--- src/rtl/fdsd_pkg.sv ---
`timescale 1ns / 1ps
// ----------------------------------------------------------------------------
// fdsd_pkg
// Shared types, constants and the segment lookup for the display framer.
// ----------------------------------------------------------------------------
package fdsd_pkg;

   localparam int VALUE_WIDTH = 16;
   localparam int CSR_WIDTH = 3;
   localparam int QUEUE_DEPTH_DEFAULT = 2;
   localparam int SYMBOL_COUNT = 13;

   localparam logic [7:0] DATA_CMD = 8'h40;
   localparam logic [7:0] ADDR_CMD = 8'hC0;
   localparam logic [7:0] CTRL_BASE = 8'h80;

   // x / 10 == (x * 0xCCCD) >> 19 for every 16-bit x
   localparam logic [15:0] DIV10_MUL = 16'hCCCD;
   localparam int DIV10_SHIFT = 19;

   localparam logic [0:0] CSR_BRIGHTNESS = 1'd0;
   localparam logic [0:0] CSR_DISPLAY_ON = 1'd1;

   localparam logic [2:0] BRIGHTNESS_RESET = 3'd7;
   localparam logic DISPLAY_ON_RESET = 1'b1;

   typedef enum logic [1:0] {
      KIND_START = 2'd0,
      KIND_BYTE  = 2'd1,
      KIND_STOP  = 2'd2
   } symbol_kind_type;

   typedef struct packed {
      logic [2:0] brightness;
      logic display_on;
   } cfg_type;

   // seg[0] is the thousands digit, seg[3] the ones digit
   typedef struct packed {
      logic [3:0][7:0] seg;
   } entry_type;

   function automatic logic [7:0] seg_code(input logic [3:0] digit);
      logic [7:0] code;
      case (digit)
         4'd0: code = 8'h3F;
         4'd1: code = 8'h06;
         4'd2: code = 8'h5B;
         4'd3: code = 8'h4F;
         4'd4: code = 8'h66;
         4'd5: code = 8'h6D;
         4'd6: code = 8'h7D;
         4'd7: code = 8'h07;
         4'd8: code = 8'h7F;
         4'd9: code = 8'h6F;
         default: code = 8'h00;
      endcase
      return code;
   endfunction

endpackage

--- src/rtl/fdsd_if.sv ---
`timescale 1ns / 1ps
// ----------------------------------------------------------------------------
// fdsd_if
// Request and response channel interfaces of the display framer.
// ----------------------------------------------------------------------------
interface fdsd_req_if;
   logic valid;
   logic ready;
   logic [15:0] value;

   modport source (output valid, output value, input ready);
   modport sink (input valid, input value, output ready);
endinterface

interface fdsd_rsp_if;
   logic valid;
   logic ready;
   logic [1:0] symbol_kind;
   logic [7:0] byte_value;
   logic last;

   modport source (output valid, output symbol_kind, output byte_value, output last,
                   input ready);
   modport sink (input valid, input symbol_kind, input byte_value, input last,
                 output ready);
endinterface

--- src/rtl/fdsd_front.sv ---
`timescale 1ns / 1ps
// ----------------------------------------------------------------------------
// fdsd_front
// Accepts a value and splits it into four segment codes, one digit a cycle.
// ----------------------------------------------------------------------------
module fdsd_front
   import fdsd_pkg::*;
(
   input  logic clock,
   input  logic reset,
   fdsd_req_if.sink req_bus,
   output logic push_valid,
   input  logic push_ready,
   output entry_type push_entry
);

   typedef enum logic [2:0] {
      ST_IDLE = 3'b001,
      ST_CONV = 3'b010,
      ST_PUSH = 3'b100
   } state_type;

   state_type state_ff, state_in;
   logic [1:0] cnt_ff, cnt_in;
   logic [VALUE_WIDTH-1:0] rem_ff, rem_in;
   entry_type entry_ff, entry_in;

   logic accept;
   logic [31:0] prod;
   logic [12:0] quot;
   logic [15:0] quot10;
   logic [15:0] diff;

   assign push_valid = (state_ff == ST_PUSH);
   assign push_entry = entry_ff;
   assign req_bus.ready = (state_ff == ST_IDLE) || ((state_ff == ST_PUSH) && push_ready);
   assign accept = req_bus.valid && req_bus.ready;

   assign prod = rem_ff * DIV10_MUL;
   assign quot = prod[31:DIV10_SHIFT];
   assign quot10 = {quot[12:0], 3'b000} + {2'b00, quot[12:0], 1'b0};
   assign diff = rem_ff - quot10;

   always_comb begin
      state_in = state_ff;
      cnt_in = cnt_ff;
      rem_in = rem_ff;
      entry_in = entry_ff;
      case (state_ff)
         ST_IDLE: begin
            if (accept) begin
               state_in = ST_CONV;
            end
         end
         ST_CONV: begin
            entry_in.seg[~cnt_ff] = seg_code(diff[3:0]);
            rem_in = {3'b000, quot};
            cnt_in = cnt_ff + 2'd1;
            if (cnt_ff == 2'd3) begin
               state_in = ST_PUSH;
            end
         end
         ST_PUSH: begin
            if (push_ready) begin
               state_in = accept ? ST_CONV : ST_IDLE;
            end
         end
         default: begin
            state_in = ST_IDLE;
         end
      endcase
      if (accept) begin
         rem_in = req_bus.value;
         cnt_in = 2'd0;
      end
   end

   always_ff @(posedge clock) begin
      if (reset) begin
         state_ff <= ST_IDLE;
      end else begin
         state_ff <= state_in;
      end
      cnt_ff <= cnt_in;
      rem_ff <= rem_in;
      entry_ff <= entry_in;
   end

endmodule

--- src/rtl/fdsd_queue.sv ---
`timescale 1ns / 1ps
// ----------------------------------------------------------------------------
// fdsd_queue
// Short queue of converted digit sets between front and back.
// ----------------------------------------------------------------------------
module fdsd_queue
   import fdsd_pkg::*;
#(
   parameter int DEPTH = QUEUE_DEPTH_DEFAULT
) (
   input  logic clock,
   input  logic reset,
   input  logic push_valid,
   output logic push_ready,
   input  entry_type push_entry,
   output logic pop_valid,
   input  logic pop,
   output entry_type pop_entry
);

   localparam int PTR_WIDTH = $clog2(DEPTH);
   localparam int CNT_WIDTH = $clog2(DEPTH + 1);
   localparam logic [PTR_WIDTH-1:0] LAST_PTR = PTR_WIDTH'(DEPTH - 1);
   localparam logic [CNT_WIDTH-1:0] FULL_CNT = CNT_WIDTH'(DEPTH);

   entry_type mem_ff [DEPTH];
   logic [PTR_WIDTH-1:0] wr_ptr_ff, rd_ptr_ff;
   logic [CNT_WIDTH-1:0] cnt_ff;
   logic do_push, do_pop;

   assign push_ready = (cnt_ff != FULL_CNT);
   assign pop_valid = (cnt_ff != '0);
   assign pop_entry = mem_ff[rd_ptr_ff];
   assign do_push = push_valid && push_ready;
   assign do_pop = pop && pop_valid;

   always_ff @(posedge clock) begin
      if (reset) begin
         wr_ptr_ff <= '0;
         rd_ptr_ff <= '0;
         cnt_ff <= '0;
      end else begin
         if (do_push) begin
            wr_ptr_ff <= (wr_ptr_ff == LAST_PTR) ? '0 : wr_ptr_ff + 1'b1;
         end
         if (do_pop) begin
            rd_ptr_ff <= (rd_ptr_ff == LAST_PTR) ? '0 : rd_ptr_ff + 1'b1;
         end
         if (do_push && !do_pop) begin
            cnt_ff <= cnt_ff + 1'b1;
         end else if (do_pop && !do_push) begin
            cnt_ff <= cnt_ff - 1'b1;
         end
      end
      if (do_push) begin
         mem_ff[wr_ptr_ff] <= push_entry;
      end
   end

`ifndef ASSERT_OFF
   a_cnt_range: assert property (@(posedge clock) disable iff (reset)
      cnt_ff <= FULL_CNT) else $error("queue count overflow");
   a_ptr_gap: assert property (@(posedge clock) disable iff (reset)
      (cnt_ff == '0) |-> (wr_ptr_ff == rd_ptr_ff)) else $error("queue pointers apart");
   a_pop_empty: assert property (@(posedge clock) disable iff (reset)
      (do_pop && !do_push && cnt_ff == CNT_WIDTH'(1)) |=> !pop_valid)
      else $error("queue not empty after last pop");
`endif

endmodule

--- src/rtl/fdsd_back.sv ---
`timescale 1ns / 1ps
// ----------------------------------------------------------------------------
// fdsd_back
// Symbol sequencer: emits the thirteen bus symbols of one display update.
// ----------------------------------------------------------------------------
module fdsd_back
   import fdsd_pkg::*;
(
   input  logic clock,
   input  logic reset,
   input  cfg_type cfg,
   input  logic pop_valid,
   output logic pop,
   input  entry_type pop_entry,
   fdsd_rsp_if.source rsp_bus
);

   localparam logic [3:0] LAST_SYM = 4'(SYMBOL_COUNT - 1);

   logic [3:0] sym_ff;
   logic rsp_valid_ff;
   symbol_kind_type kind_ff, kind_in;
   logic [7:0] byte_ff, byte_in;
   logic last_ff, last_in;
   logic step;
   logic [7:0] ctrl;

   assign step = pop_valid && (!rsp_valid_ff || rsp_bus.ready);
   assign pop = step && (sym_ff == LAST_SYM);
   assign ctrl = CTRL_BASE | {4'b0000, cfg.display_on, cfg.brightness};

   assign rsp_bus.valid = rsp_valid_ff;
   assign rsp_bus.symbol_kind = kind_ff;
   assign rsp_bus.byte_value = byte_ff;
   assign rsp_bus.last = last_ff;

   always_comb begin
      kind_in = KIND_BYTE;
      byte_in = 8'h00;
      last_in = 1'b0;
      case (sym_ff)
         4'd0, 4'd3, 4'd10: kind_in = KIND_START;
         4'd1: byte_in = DATA_CMD;
         4'd2, 4'd9: kind_in = KIND_STOP;
         4'd4: byte_in = ADDR_CMD;
         4'd5: byte_in = pop_entry.seg[0];
         4'd6: byte_in = pop_entry.seg[1];
         4'd7: byte_in = pop_entry.seg[2];
         4'd8: byte_in = pop_entry.seg[3];
         4'd11: byte_in = ctrl;
         4'd12: begin
            kind_in = KIND_STOP;
            last_in = 1'b1;
         end
         default: kind_in = KIND_STOP;
      endcase
   end

   always_ff @(posedge clock) begin
      if (reset) begin
         sym_ff <= '0;
         rsp_valid_ff <= 1'b0;
      end else begin
         if (step) begin
            sym_ff <= (sym_ff == LAST_SYM) ? '0 : sym_ff + 4'd1;
            rsp_valid_ff <= 1'b1;
         end else if (rsp_bus.ready) begin
            rsp_valid_ff <= 1'b0;
         end
      end
      if (step) begin
         kind_ff <= kind_in;
         byte_ff <= byte_in;
         last_ff <= last_in;
      end
   end

`ifndef ASSERT_OFF
   a_sym_range: assert property (@(posedge clock) disable iff (reset)
      sym_ff <= LAST_SYM) else $error("symbol counter out of range");
   a_last_stop: assert property (@(posedge clock) disable iff (reset)
      (rsp_valid_ff && last_ff) |-> (kind_ff == KIND_STOP && byte_ff == 8'h00))
      else $error("last beat is not a stop");
   a_wrap_last: assert property (@(posedge clock) disable iff (reset)
      pop |=> (rsp_valid_ff && last_ff && sym_ff == '0))
      else $error("entry released off the final stop");
`endif

endmodule

--- src/rtl/four_digit_segment_display_framer.sv ---
`timescale 1ns / 1ps
// ----------------------------------------------------------------------------
// four_digit_segment_display_framer
// Turns a 16-bit number into the thirteen bus symbols of one display update.
// ----------------------------------------------------------------------------
// Each accepted value yields thirteen response beats, one per cycle when the
// sink keeps ready high: start, 0x40, stop, start, 0xC0, four segment bytes
// (thousands first), stop, start, control byte, stop with last set. The
// sustained rate is set by the symbol sequencer in the back end, which only
// moves to the next digit set after the final stop of the current one. The
// front end splits a value into digits (one divide-by-ten per cycle) and
// hands it over through a small queue; the first beat of a value goes out
// once its digit set sits in the queue. brightness and display_on are
// sampled when the control byte goes out.
module four_digit_segment_display_framer
   import fdsd_pkg::*;
#(
   parameter int QUEUE_DEPTH = QUEUE_DEPTH_DEFAULT
) (
   input  logic clock,
   input  logic reset,
   fdsd_req_if.sink req_bus,
   fdsd_rsp_if.source rsp_bus,
   input  logic csr_write_enable,
   input  logic [0:0] csr_index,
   input  logic [CSR_WIDTH-1:0] csr_write_data
);

   cfg_type cfg_ff;
   logic push_valid, push_ready;
   entry_type push_entry;
   logic pop_valid, pop;
   entry_type pop_entry;

   always_ff @(posedge clock) begin
      if (reset) begin
         cfg_ff.brightness <= BRIGHTNESS_RESET;
         cfg_ff.display_on <= DISPLAY_ON_RESET;
      end else if (csr_write_enable) begin
         case (csr_index)
            CSR_BRIGHTNESS: cfg_ff.brightness <= csr_write_data[2:0];
            CSR_DISPLAY_ON: cfg_ff.display_on <= csr_write_data[0];
            default: cfg_ff <= cfg_ff;
         endcase
      end
   end

   fdsd_front u_front (
      .clock      (clock),
      .reset      (reset),
      .req_bus    (req_bus),
      .push_valid (push_valid),
      .push_ready (push_ready),
      .push_entry (push_entry)
   );

   fdsd_queue #(
      .DEPTH (QUEUE_DEPTH)
   ) u_queue (
      .clock      (clock),
      .reset      (reset),
      .push_valid (push_valid),
      .push_ready (push_ready),
      .push_entry (push_entry),
      .pop_valid  (pop_valid),
      .pop        (pop),
      .pop_entry  (pop_entry)
   );

   fdsd_back u_back (
      .clock     (clock),
      .reset     (reset),
      .cfg       (cfg_ff),
      .pop_valid (pop_valid),
      .pop       (pop),
      .pop_entry (pop_entry),
      .rsp_bus   (rsp_bus)
   );

endmodule
--- src/flat_wrapper.sv ---
// flat-port wrapper written by rule: the top's interface ports become plain ports
module four_digit_segment_display_framer_flat import fdsd_pkg::*;
#(
   parameter int QUEUE_DEPTH = QUEUE_DEPTH_DEFAULT
)
  (clock, reset, csr_write_enable, csr_index, csr_write_data, req_bus_valid, req_bus_value, req_bus_ready, rsp_bus_valid, rsp_bus_symbol_kind, rsp_bus_byte_value, rsp_bus_last, rsp_bus_ready);
  fdsd_req_if req_bus_i ();
  fdsd_rsp_if rsp_bus_i ();
  input  logic clock;
  input  logic reset;
  input  logic csr_write_enable;
  input  logic [0:0] csr_index;
  input  logic [CSR_WIDTH-1:0] csr_write_data;
  input wire logic [$bits(req_bus_i.valid)-1:0] req_bus_valid;
  input wire logic [$bits(req_bus_i.value)-1:0] req_bus_value;
  output wire logic [$bits(req_bus_i.ready)-1:0] req_bus_ready;
  output wire logic [$bits(rsp_bus_i.valid)-1:0] rsp_bus_valid;
  output wire logic [$bits(rsp_bus_i.symbol_kind)-1:0] rsp_bus_symbol_kind;
  output wire logic [$bits(rsp_bus_i.byte_value)-1:0] rsp_bus_byte_value;
  output wire logic [$bits(rsp_bus_i.last)-1:0] rsp_bus_last;
  input wire logic [$bits(rsp_bus_i.ready)-1:0] rsp_bus_ready;
  assign req_bus_i.valid = req_bus_valid;
  assign req_bus_i.value = req_bus_value;
  assign req_bus_ready = req_bus_i.ready;
  assign rsp_bus_valid = rsp_bus_i.valid;
  assign rsp_bus_symbol_kind = rsp_bus_i.symbol_kind;
  assign rsp_bus_byte_value = rsp_bus_i.byte_value;
  assign rsp_bus_last = rsp_bus_i.last;
  assign rsp_bus_i.ready = rsp_bus_ready;
  four_digit_segment_display_framer #(.QUEUE_DEPTH(QUEUE_DEPTH)) u_core (.clock(clock), .reset(reset), .req_bus(req_bus_i), .rsp_bus(rsp_bus_i), .csr_write_enable(csr_write_enable), .csr_index(csr_index), .csr_write_data(csr_write_data));
endmodule
--- config.mk ---
export PLATFORM = sky130hd
export DESIGN_NAME = four_digit_segment_display_framer_flat
export DESIGN_NICKNAME = d
export VERILOG_FILES = /design/src/rtl/fdsd_pkg.sv /design/src/rtl/fdsd_if.sv /design/src/rtl/fdsd_front.sv /design/src/rtl/fdsd_queue.sv /design/src/rtl/fdsd_back.sv /design/src/rtl/four_digit_segment_display_framer.sv /design/src/flat_wrapper.sv
export SDC_FILE = /design/constraint.sdc
export NUM_CORES = 1
export LEC_CHECK = 0
export BUFFER_PORTS_ARGS = -buffer_cell sky130_fd_sc_hd__buf_2
export CAP_MARGIN = 20
export CORE_MARGIN = 2
export CORE_UTILIZATION = 50
export DETAILED_ROUTE_END_ITERATION = 7
export PLACE_DENSITY = 0.8
export SLEW_MARGIN = 10
export SYNTH_ARGS = -nofsm -noshare
export SYNTH_HDL_FRONTEND = slang
export SYNTH_SLANG_ARGS = --single-unit
--- constraint.sdc ---
create_clock -name clock -period 5.95 [get_ports clock]
set_input_delay 0.2975 -clock clock [delete_from_list [all_inputs] [get_ports clock]]
set_output_delay 0.2975 -clock clock [all_outputs]
set_load 0.005 [all_outputs]
After elaboration in Yosys (flattened, before gate mapping)
Memory sizes are Yosys's and may differ from the RTL's. A register that Yosys moved wholly into a read port is not among the register bits.
Index checks and enable logic that the tools add are counted.
{"block": "classes", "multipliers": 1, "n_mux": 25, "n_reduce_logical": 23, "n_shift": 0, "bitwise": 2, "eq_ne": 18, "div": 0, "add_sub_neg": 8, "n_lt_le_gt_ge": 2}
{"op": "case mux 8 bit (7 select lines)", "n": 1}
{"op": "bitwise mux 32 bit", "n": 1}
{"op": "multiplier 16 x 16 -> 32 bit (second input constant)", "n": 1}
{"op": "two-way mux 16 bit", "n": 2}
{"op": "demux 8 bit (select 2 bit)", "n": 1}
{"op": "== test 4 x 3 -> 1 bit (second input constant)", "n": 4}
{"op": "== test 4 bit (second input constant)", "n": 4}
{"op": "two-way mux 8 bit", "n": 2}
{"op": "two-way mux 1 bit", "n": 9}
{"op": "two-way mux 3 bit", "n": 3}
{"op": "case mux 3 bit (3 select lines)", "n": 1}
{"op": "logical AND 1 bit", "n": 8}
{"op": "!= test 2 bit (second input constant)", "n": 4}
{"op": "nonzero test 2 bit", "n": 4}
{"op": "OR reduction 7 bit", "n": 1}
{"op": "two-way mux 2 bit", "n": 3}
{"op": "adder 2 x 1 -> 2 bit (second input constant)", "n": 2}
{"op": "adder 4 x 1 -> 4 bit (second input constant)", "n": 1}
{"op": "adder 4 bit", "n": 1}
{"op": "== test 4 x 1 -> 1 bit (second input constant)", "n": 1}
{"op": "== test 4 x 2 -> 1 bit (second input constant)", "n": 1}
{"op": "zero test 4 bit", "n": 1}
{"op": "two-way mux 4 bit", "n": 1}
{"op": "case mux 2 bit (2 select lines)", "n": 1}
{"op": "16 further kinds", "n": 21}
{"block": "totals", "latch_bits": 0, "mem_bits_ro": 112, "input_bits": 25, "memories": 2, "ram_bits": 64, "wordCells": 98, "output_inout_bits": 13, "regBits": 77}
{"memory": "(no name shown)", "depth": 16, "width": 7, "read_ports": 1, "rd_ports_with_merged_regs": 0, "write_ports": 0, "line": "fdsd_pkg.sv:45", "source": "case (digit)"}
{"memory": "u_core.u_queue.mem_ff", "depth": 2, "width": 32, "read_ports": 1, "rd_ports_with_merged_regs": 1, "write_ports": 1, "line": "fdsd_queue.sv:26", "source": "entry_type mem_ff [DEPTH];"}

Logic depth before layout (Yosys ltp)
Gate-level depths: netlist of run 1.
{"block": "depth", "ltp_word": 8, "ltp_mapped": 29}

By module
A second synthesis of run 1 with hierarchy kept.
{"block": "hier_totals", "cells_unflattened": 892, "hier_area_um2": 10410.0}
{"mod": "fdsd_front", "instances": 1, "area_each_um2": 6760.2, "cells_per_inst": 652, "seq_area_each_um2": 1421.4}
{"mod": "fdsd_queue", "instances": 1, "area_each_um2": 2524.9, "cells_per_inst": 124, "seq_area_each_um2": 2021.9}
{"mod": "fdsd_back", "instances": 1, "area_each_um2": 962.2, "cells_per_inst": 100, "seq_area_each_um2": 430.4}
{"mod": "four_digit_segment_display_framer", "instances": 1, "area_each_um2": 162.7, "cells_per_inst": 16, "seq_area_each_um2": 80.1}

Least setup slack after synthesis of run 1
No wires, ideal clock.
{"block": "synth_path", "path_type": "register -> register", "from": "reg u_core.u_front.rem_ff[4]", "to": "reg u_core.u_front.entry_ff, in the netlist u_core.u_front.push_entry[0], data pin", "t_required_ns": 5.767, "slack_ns": -0.566, "path_buffers": 1, "stages_incl_launch_ff": 26, "setup_time_ns": 0.183, "arrival_time_ns": 6.332, "path_cell_list": "edfxtp_1 -> ha_1 -> fa_1 -> inv_1 -> fa_1 -> fa_1 -> fa_1 -> inv_1 -> fa_1 -> ha_1 -> buf_4 -> nand4_1 -> a21oi_1 -> o21ai_0 -> a21oi_1 -> nor2_1 -> xnor2_1 -> ha_1 -> nor3b_1 -> nand2b_1 -> nor3_1 -> a31oi_1 -> o211a_1 -> nand4_2 -> xor2_4 -> mux2i_1"}
{"block": "synth_via", "elab_chain_cells": 6}
{"element": "from (decl)", "line": "fdsd_front.sv:25", "source": "logic [VALUE_WIDTH-1:0] rem_ff, rem_in;"}
{"element": "from (signal assigned)", "line": "fdsd_front.sv:85", "source": "rem_ff <= rem_in;"}
{"element": "multiplier 16 x 16 -> 32 bit", "line": "fdsd_front.sv:39", "source": "assign prod = rem_ff * DIV10_MUL;"}
{"element": "adder 4 bit", "line": "fdsd_front.sv:41", "source": "assign quot10 = {quot[12:0], 3'b000} + {2'b00, quot[12:0], 1'b0};"}
{"element": "subtractor 4 bit", "line": "fdsd_front.sv:42", "source": "assign diff = rem_ff - quot10;"}
{"element": "memory (16 x 7 bit)"}
{"element": "two-way mux 8 bit", "line": "fdsd_front.sv:49", "source": "case (state_ff)"}
{"element": "bitwise mux 32 bit", "line": "fdsd_front.sv:56", "source": "entry_in.seg[~cnt_ff] = seg_code(diff[3:0]);"}
{"element": "to (signal assigned)", "line": "fdsd_front.sv:86", "source": "entry_ff <= entry_in;"}
{"element": "to (decl)", "line": "fdsd_front.sv:26", "source": "entry_type entry_ff, entry_in;"}
No other way between the ends. The select of a mux whose other input is x is not followed.
A chain may end at the register's enable or synchronous reset.

Worst setup path after layout of run 1
{"block": "layout_path", "from": "reg u_core.u_front.rem_ff[7]", "to": "reg u_core.u_front.entry_ff, in the netlist u_core.u_front.push_entry[17], data pin"}
The elaborated chain is that of the path after synthesis.

==> metrics.yaml, run 1 <==
global_route:
  gr-total-overflow: 0
  grt_use_met2_pct: 39.7
  met1_usage_pct: 30.5
  grtUsageTotal_pct: 23.4
  grt_antenna_before_repair: 0
  grt_pass1_vias: 7377
  met3_usage_pct: 4.59
  grt_pass1_wl_mm: 38.5
  gr-max-usage-layer: "met2"
  grt_max_degree: 29
worst_hold_path:
  hp-class: "input port to flip-flop"
detailed_routing:
  via_per_inst: 5.59
  wl_mm: 24.9
  dr_total_vias: 7226
  drt_iter0_markers: 672
  antenna_left: 0
  drcViolationCount: 0
  first_pass_iters: 6
  wl_per_cell_um: 19.2
synth:
  avgSynthCellArea_um2: 11.4
  yosysWarningCount: 0
  ys_dominant_reg_cell: "edfxtp_1"
  syn_inst: 871
  synth_top_cells_by_count: "inv_1 (166), ha_1 (147), edfxtp_1 (111)"
  ys_types: 65
  synth.most_common_cell: "inv_1"
  synth.ff_latch_count: 130
  syn-num-nets: 1123
  synth_async_sr_flop_share_pct: 0
  synth_area_leader_cell: "edfxtp_1"
  synthesis.area_um2: 9950
  synth_area_leaders: "edfxtp_1 (33%), ha_1 (18%), fa_1 (16%)"
  synth_edf_count: 111
  yosysSeqAreaShare_pct: 37.3
  netlist.area_leader.share_pct: 33.5
layout:
  ff_latch_area_um2: 3710
  syn_to_final_growth_pct: 21.9
  antennaDiodeCount: 0
  multiInputGateArea_um2: 5930
  fillers: 1419
  finish.utilization_pct: 62.1
  drive_gt1_share_pct: 22.7
  num-nets-final: 1266
  instances_no_fill: 1292
critical_path:
  cp.arrival_ns: 7.02
  criticalPathCategory: "flip-flop to flip-flop"
  cp-start-kind: "flip-flop"
  cp_top_family: "adder cells"
  cp_slowest_cell: "fa_1"
  critPathBufInv: 5
  worstPathRequired_ns: 6.12
  max_stage_delay_ns: 0.56
  reg2reg_slack_ns: -0.90
  cp_max_fo: 7
  critPathCaptureType: "flip-flop"
cts:
  cts_tree: "yes"
  cts-root-buf: "clkbuf_16"
  cts-hold-fix-buffers: 0
  clk_latency_ns: 0.43
  cts.reportedPaths.clkPinSlew_ns: 0.06
  cts_sinks: 130
  clock_tree.buffer_depth: 2
  cts_max_level: 4
  cts-buffers-inserted: 17
sta:
  layout_min_cycle_time_ns: 6.85
  clock_skew_ns: 0.0143
  period_share_pct: 115
  relSlewSlack_pct: 35.7
  max_freq_mhz: 146
  finalHoldViolCount: 0
  worst_slew_pin_slew_ns: 0.958
  rsz0062_at_grt: "yes"
  drv_slew: 0
  setup_ws_ns: -0.903
  setup_viol: 30
floorplan:
  coreArea_um2: 19500
  std_cell_rows: 51
  die_area_um2: 21000
  start_util_pct: 51.0
  io_pins: 38
  die_x_um: 145
  die_y_um: 145
placed_design:
  dp_cells: 1239
  portBuffers: 37
  place_hpwl_mm: 17.5
  gp_congestion: 0.922
outcome:
  violations: "setup timing"
  status: "finished, violations left"
run:
  max_cap_violations: 0
[repair_timing]
action / 4_1_cts / 5_1_grt
gates cloned: 0 / 0
pin swaps: 5 / 16
buffers inserted: 10 / 11
setup endpoints to repair: 28 / 34
resized for setup: 18 / 17
[kinds of logic (layout without fill, tap and decap cells)]
group	Yosys count	count (layout)	share of synthesized area, %
flops	130	130	37.3
simple gates	151	151	7.27
mux	23	23	2.41
fa+ha+maj	227	227	34.6
compound gates	134	134	9.25
buf+inv	183	339	6.95
xor+xnor	23	23	2.21
[per-layer routing]
layer / vias up / part of all wire [%]
met5: - / 0
met1: 3509 / 40
met2: 362 / 49
met3: 72 / 7.7
li1: 3283 / -
met4: 0 / 3.2
[registers in the layout, summed over array words and instances, names as in the netlist, named ones only]
| name | cells |
|---|---|
| u_core.cfg_ff | 4 |
| u_core.u_queue.cnt_ff | 2 |
| u_core.u_front.rem_ff | 16 |
| u_core.u_queue.rd_ptr_ff | 1 |
| u_core.u_front.push_entry | 28 |
| u_core.u_back.rsp_bus.byte_value | 8 |
| u_core.u_front.cnt_ff | 2 |
| u_core.u_back.sym_ff | 4 |
| u_core.u_back.rsp_bus.valid | 1 |
| u_core.u_back.rsp_bus.last | 1 |
| u_core.u_back.rsp_bus.symbol_kind | 2 |
| u_core.u_queue.wr_ptr_ff | 1 |
| u_core.u_front.state_ff | 3 |
| u_core.u_queue.mem_ff | 56 |
[metrics by stage]
step / area [um^2] / setup TNS, ns / setup slack [ns] / hold slack [ns]
after floorplan: 10100 / -5.49 / -0.200 / 0.415
after global placement: 11200 / -10.59 / -0.392 / 0.426
after detailed placement: 11200 / -19.61 / -0.740 / 0.431
after CTS: 11900 / -15.26 / -0.567 / 0.0757
after global routing: 12100 / -27.93 / -0.996 / 0.0832
final: 12100 / -24.27 / -0.903 / 0.0826
[cells in the final DEF, fill, tap and decap left out, drive strengths merged, types with 11 or more instances in the layout]
cell type / Yosys / routed
xor2: 11 / 11
buf: 5 / 141
fa: 80 / 80
edfxtp: 111 / 111
o21ai: 24 / 24
ha: 147 / 147
mux2i: 15 / 15
dfxtp: 19 / 19
nor2: 40 / 40
clkbuf: 12 / 17
nand2: 49 / 49
xnor2: 12 / 12
inv: 166 / 172
a21oi: 36 / 36
[layout make-up]
class | instances | area share, %
well taps | 265 | 2.73
clock inverters | 15 | 1.02
clock buffers | 17 | 3.51
inverters | 166 | 5.14
multi-input cells | 558 | 48.9
flip-flops and latches | 130 | 30.6
repair buffers | 141 | 8.10
[final timing paths]
kind / from / depth (start not counted) / endpoint
max: u_core.u_front.rem_ff[7] / 27 / u_core.u_front.push_entry[17]
min: csr_write_data[2] / 2 / u_core.cfg_ff[3]
max reg2reg: u_core.u_front.rem_ff[7] / 27 / u_core.u_front.push_entry[17]
min reg2reg: u_core.u_front.push_entry[20] / 0 / u_core.u_queue.mem_ff[0][20]
Power of run 1 is left out: the tool's default activity adds up to more than one toggle a clock period on the data nets, which glitch-free logic cannot reach.
==> run 2: changes to the inputs <==
--- a/config.mk
+++ b/config.mk
@@ -10,6 +10,7 @@
 export CORE_MARGIN = 2
 export CORE_UTILIZATION = 50
 export DETAILED_ROUTE_END_ITERATION = 7
+export HOLD_SLACK_MARGIN = 0.1
 export PLACE_DENSITY = 0.8
 export SLEW_MARGIN = 10
 export SYNTH_ARGS = -nofsm -noshare
==> run 2 against run 1 <==
Effect of this change:
- the run still ends with setup timing left
- highest routed layer unchanged
- critical endpoint unchanged
- wire length decreased by 0.23%
- final area increased by 0.25%
- global-route usage increased by 0.055 points
- clock-buffer cell count unchanged
- critical path depth unchanged
- non-clock buffer count increased by 3
- first-iteration DRC count increased by 4.0%
- largest cell class unchanged
==> metrics.yaml, run 2 (same netlist as run 1, synthesis figures left out) <==
critical_path:
  worstPathRequired_ns: 6.12
  r2r_cells: 27
  reg2reg_slack_ns: -0.91
  critPathCaptureType: "flip-flop"
  cp_max_fo: 7
  regToRegEndpoint: "u_core.u_front.push_entry[17]"
  max_stage_delay_ns: 0.57
  cp-start-kind: "flip-flop"
  r2r_start: "u_core.u_front.rem_ff[7]"
  cp_slowest_cell: "fa_1"
  cp.arrival_ns: 7.02
  criticalPathCategory: "flip-flop to flip-flop"
detailed_routing:
  dr_total_vias: 7187
  antenna_left: 0
  wl_per_cell_um: 19.1
  wl_mm: 24.8
  via_per_inst: 5.55
  first_pass_iters: 5
  drt_iter0_markers: 699
  drcViolationCount: 0
worst_hold_path:
  whs_path_depth: 2
  min-delay-start: "csr_write_enable"
  hp-class: "input port to flip-flop"
  min_to: "u_core.cfg_ff[0]"
global_route:
  grt_antenna_before_repair: 0
  grtUsageTotal_pct: 23.5
  grt_pass1_wl_mm: 38.6
  grt_pass1_vias: 7413
  gr-total-overflow: 0
  grt_max_degree: 29
layout:
  antennaDiodeCount: 0
  largest_reg_flops: 56
  num-nets-final: 1269
  regMostFlops: "u_core.u_queue.mem_ff"
  layout_commonest_cell: "inv_1"
  instances_no_fill: 1295
  drive_gt1_share_pct: 22.6
  fin_area_um2: 12200
  syn_to_final_growth_pct: 22.2
  mostFrequentLayoutCells: "inv_1 (161), ha_1 (128), edfxtp_1 (111)"
  finish.utilization_pct: 62.3
floorplan:
  die_x_um: 145
  die_y_um: 145
  std_cell_rows: 51
  io_pins: 38
  start_util_pct: 51.0
  coreArea_um2: 19500
  die_area_um2: 21000
sta:
  clock_skew_ns: 0.0142
  finalHoldViolCount: 0
  relSlewSlack_pct: 35.7
  worst_slew_pin_slew_ns: 0.958
  drv_slew: 0
  rsz0062_at_grt: "yes"
  layout_min_cycle_time_ns: 6.86
  period_share_pct: 115
  max_freq_mhz: 146
  whs_ns: 0.155
  setup_viol: 31
  setup_ws_ns: -0.908
cts:
  cts_tree: "yes"
  clk_latency_ns: 0.43
  cts-buffers-inserted: 17
  cts_sinks: 130
  cts.reportedPaths.clkPinSlew_ns: 0.06
  clock_tree.buffer_depth: 2
  cts_max_level: 4
  cts-root-buf: "clkbuf_16"
placed_design:
  portBuffers: 37
  dp_cells: 1239
  place_hpwl_mm: 17.5
  placed_cell_area_um2: 11200
  gp_congestion: 0.922
outcome:
  status: "finished, violations left"
  violations: "setup timing"
run:
  max_cap_violations: 0
-- run 2: cell types whose count changed in the layout (fill, tap and decap cells not counted) --
cell	change
dlygate4sd3_1	+3
-- run 2: per-stage QoR --
| step | setup TNS (ns) | setup slack, ns |
|---|---|---|
| floorplan | -5.49 | -0.200 |
| global route | -27.93 | -0.996 |
| finish | -24.42 | -0.908 |
| detailed placement | -19.61 | -0.740 |
| CTS | -15.26 | -0.567 |
| global placement | -10.59 | -0.392 |
-- run 2: area by class of cell --
type	instances	area, um^2
multi-input cells	558	5930
flip-flops and latches	130	3710
fillers	1414	7370
clock inverters	15	124
repair buffers	144	1010
well taps	265	332
clock buffers	17	425
inverters	166	623
-- run 2: repair_timing --
item | 4_1_cts | 5_1_grt
resized for setup | 18 | 17
gates cloned | 0 | 0
endpoints found under the setup margin | 28 | 34
hold buffers | 3 | 0
buffers inserted | 10 | 11
pin swaps | 5 | 16
endpoints found under the hold margin | 3 | 0
-- run 2: metal layers --
metal	track usage, %	part of all wire (%)
met2	39.9	49
met5	0	0
met1	30.5	40
met4	7.35	3.2
met3	4.59	6.9
-- run 2: worst max path at each step --
stage	start	end	slack, ns
detailed placement	u_core.u_front.rem_ff[1]	u_core.u_front.push_entry[30]	-0.74
global placement	u_core.u_front.rem_ff[8]	u_core.u_front.push_entry[0]	-0.39
floorplan	u_core.u_front.rem_ff[9]	u_core.u_front.push_entry[0]	-0.20
finish	u_core.u_front.rem_ff[7]	u_core.u_front.push_entry[17]	-0.91
global route	u_core.u_front.rem_ff[7]	u_core.u_front.push_entry[25]	-1.0
CTS	u_core.u_front.rem_ff[3]	u_core.u_front.push_entry[17]	-0.57
-- run 2: worst max-delay path: cells and delay by family (launching register included) --
kind | cells | cell delay [ns]
AO/OA/AOI/OAI | 6 | 1.14
buffers and inverters | 5 | 0.45
AND/OR/NAND/NOR | 6 | 0.82
XOR/XNOR | 2 | 0.34
adder cells (fa/ha/maj) | 8 | 3.32
flip-flops | 1 | 0.51
Power of run 2 is left out for the same reason.
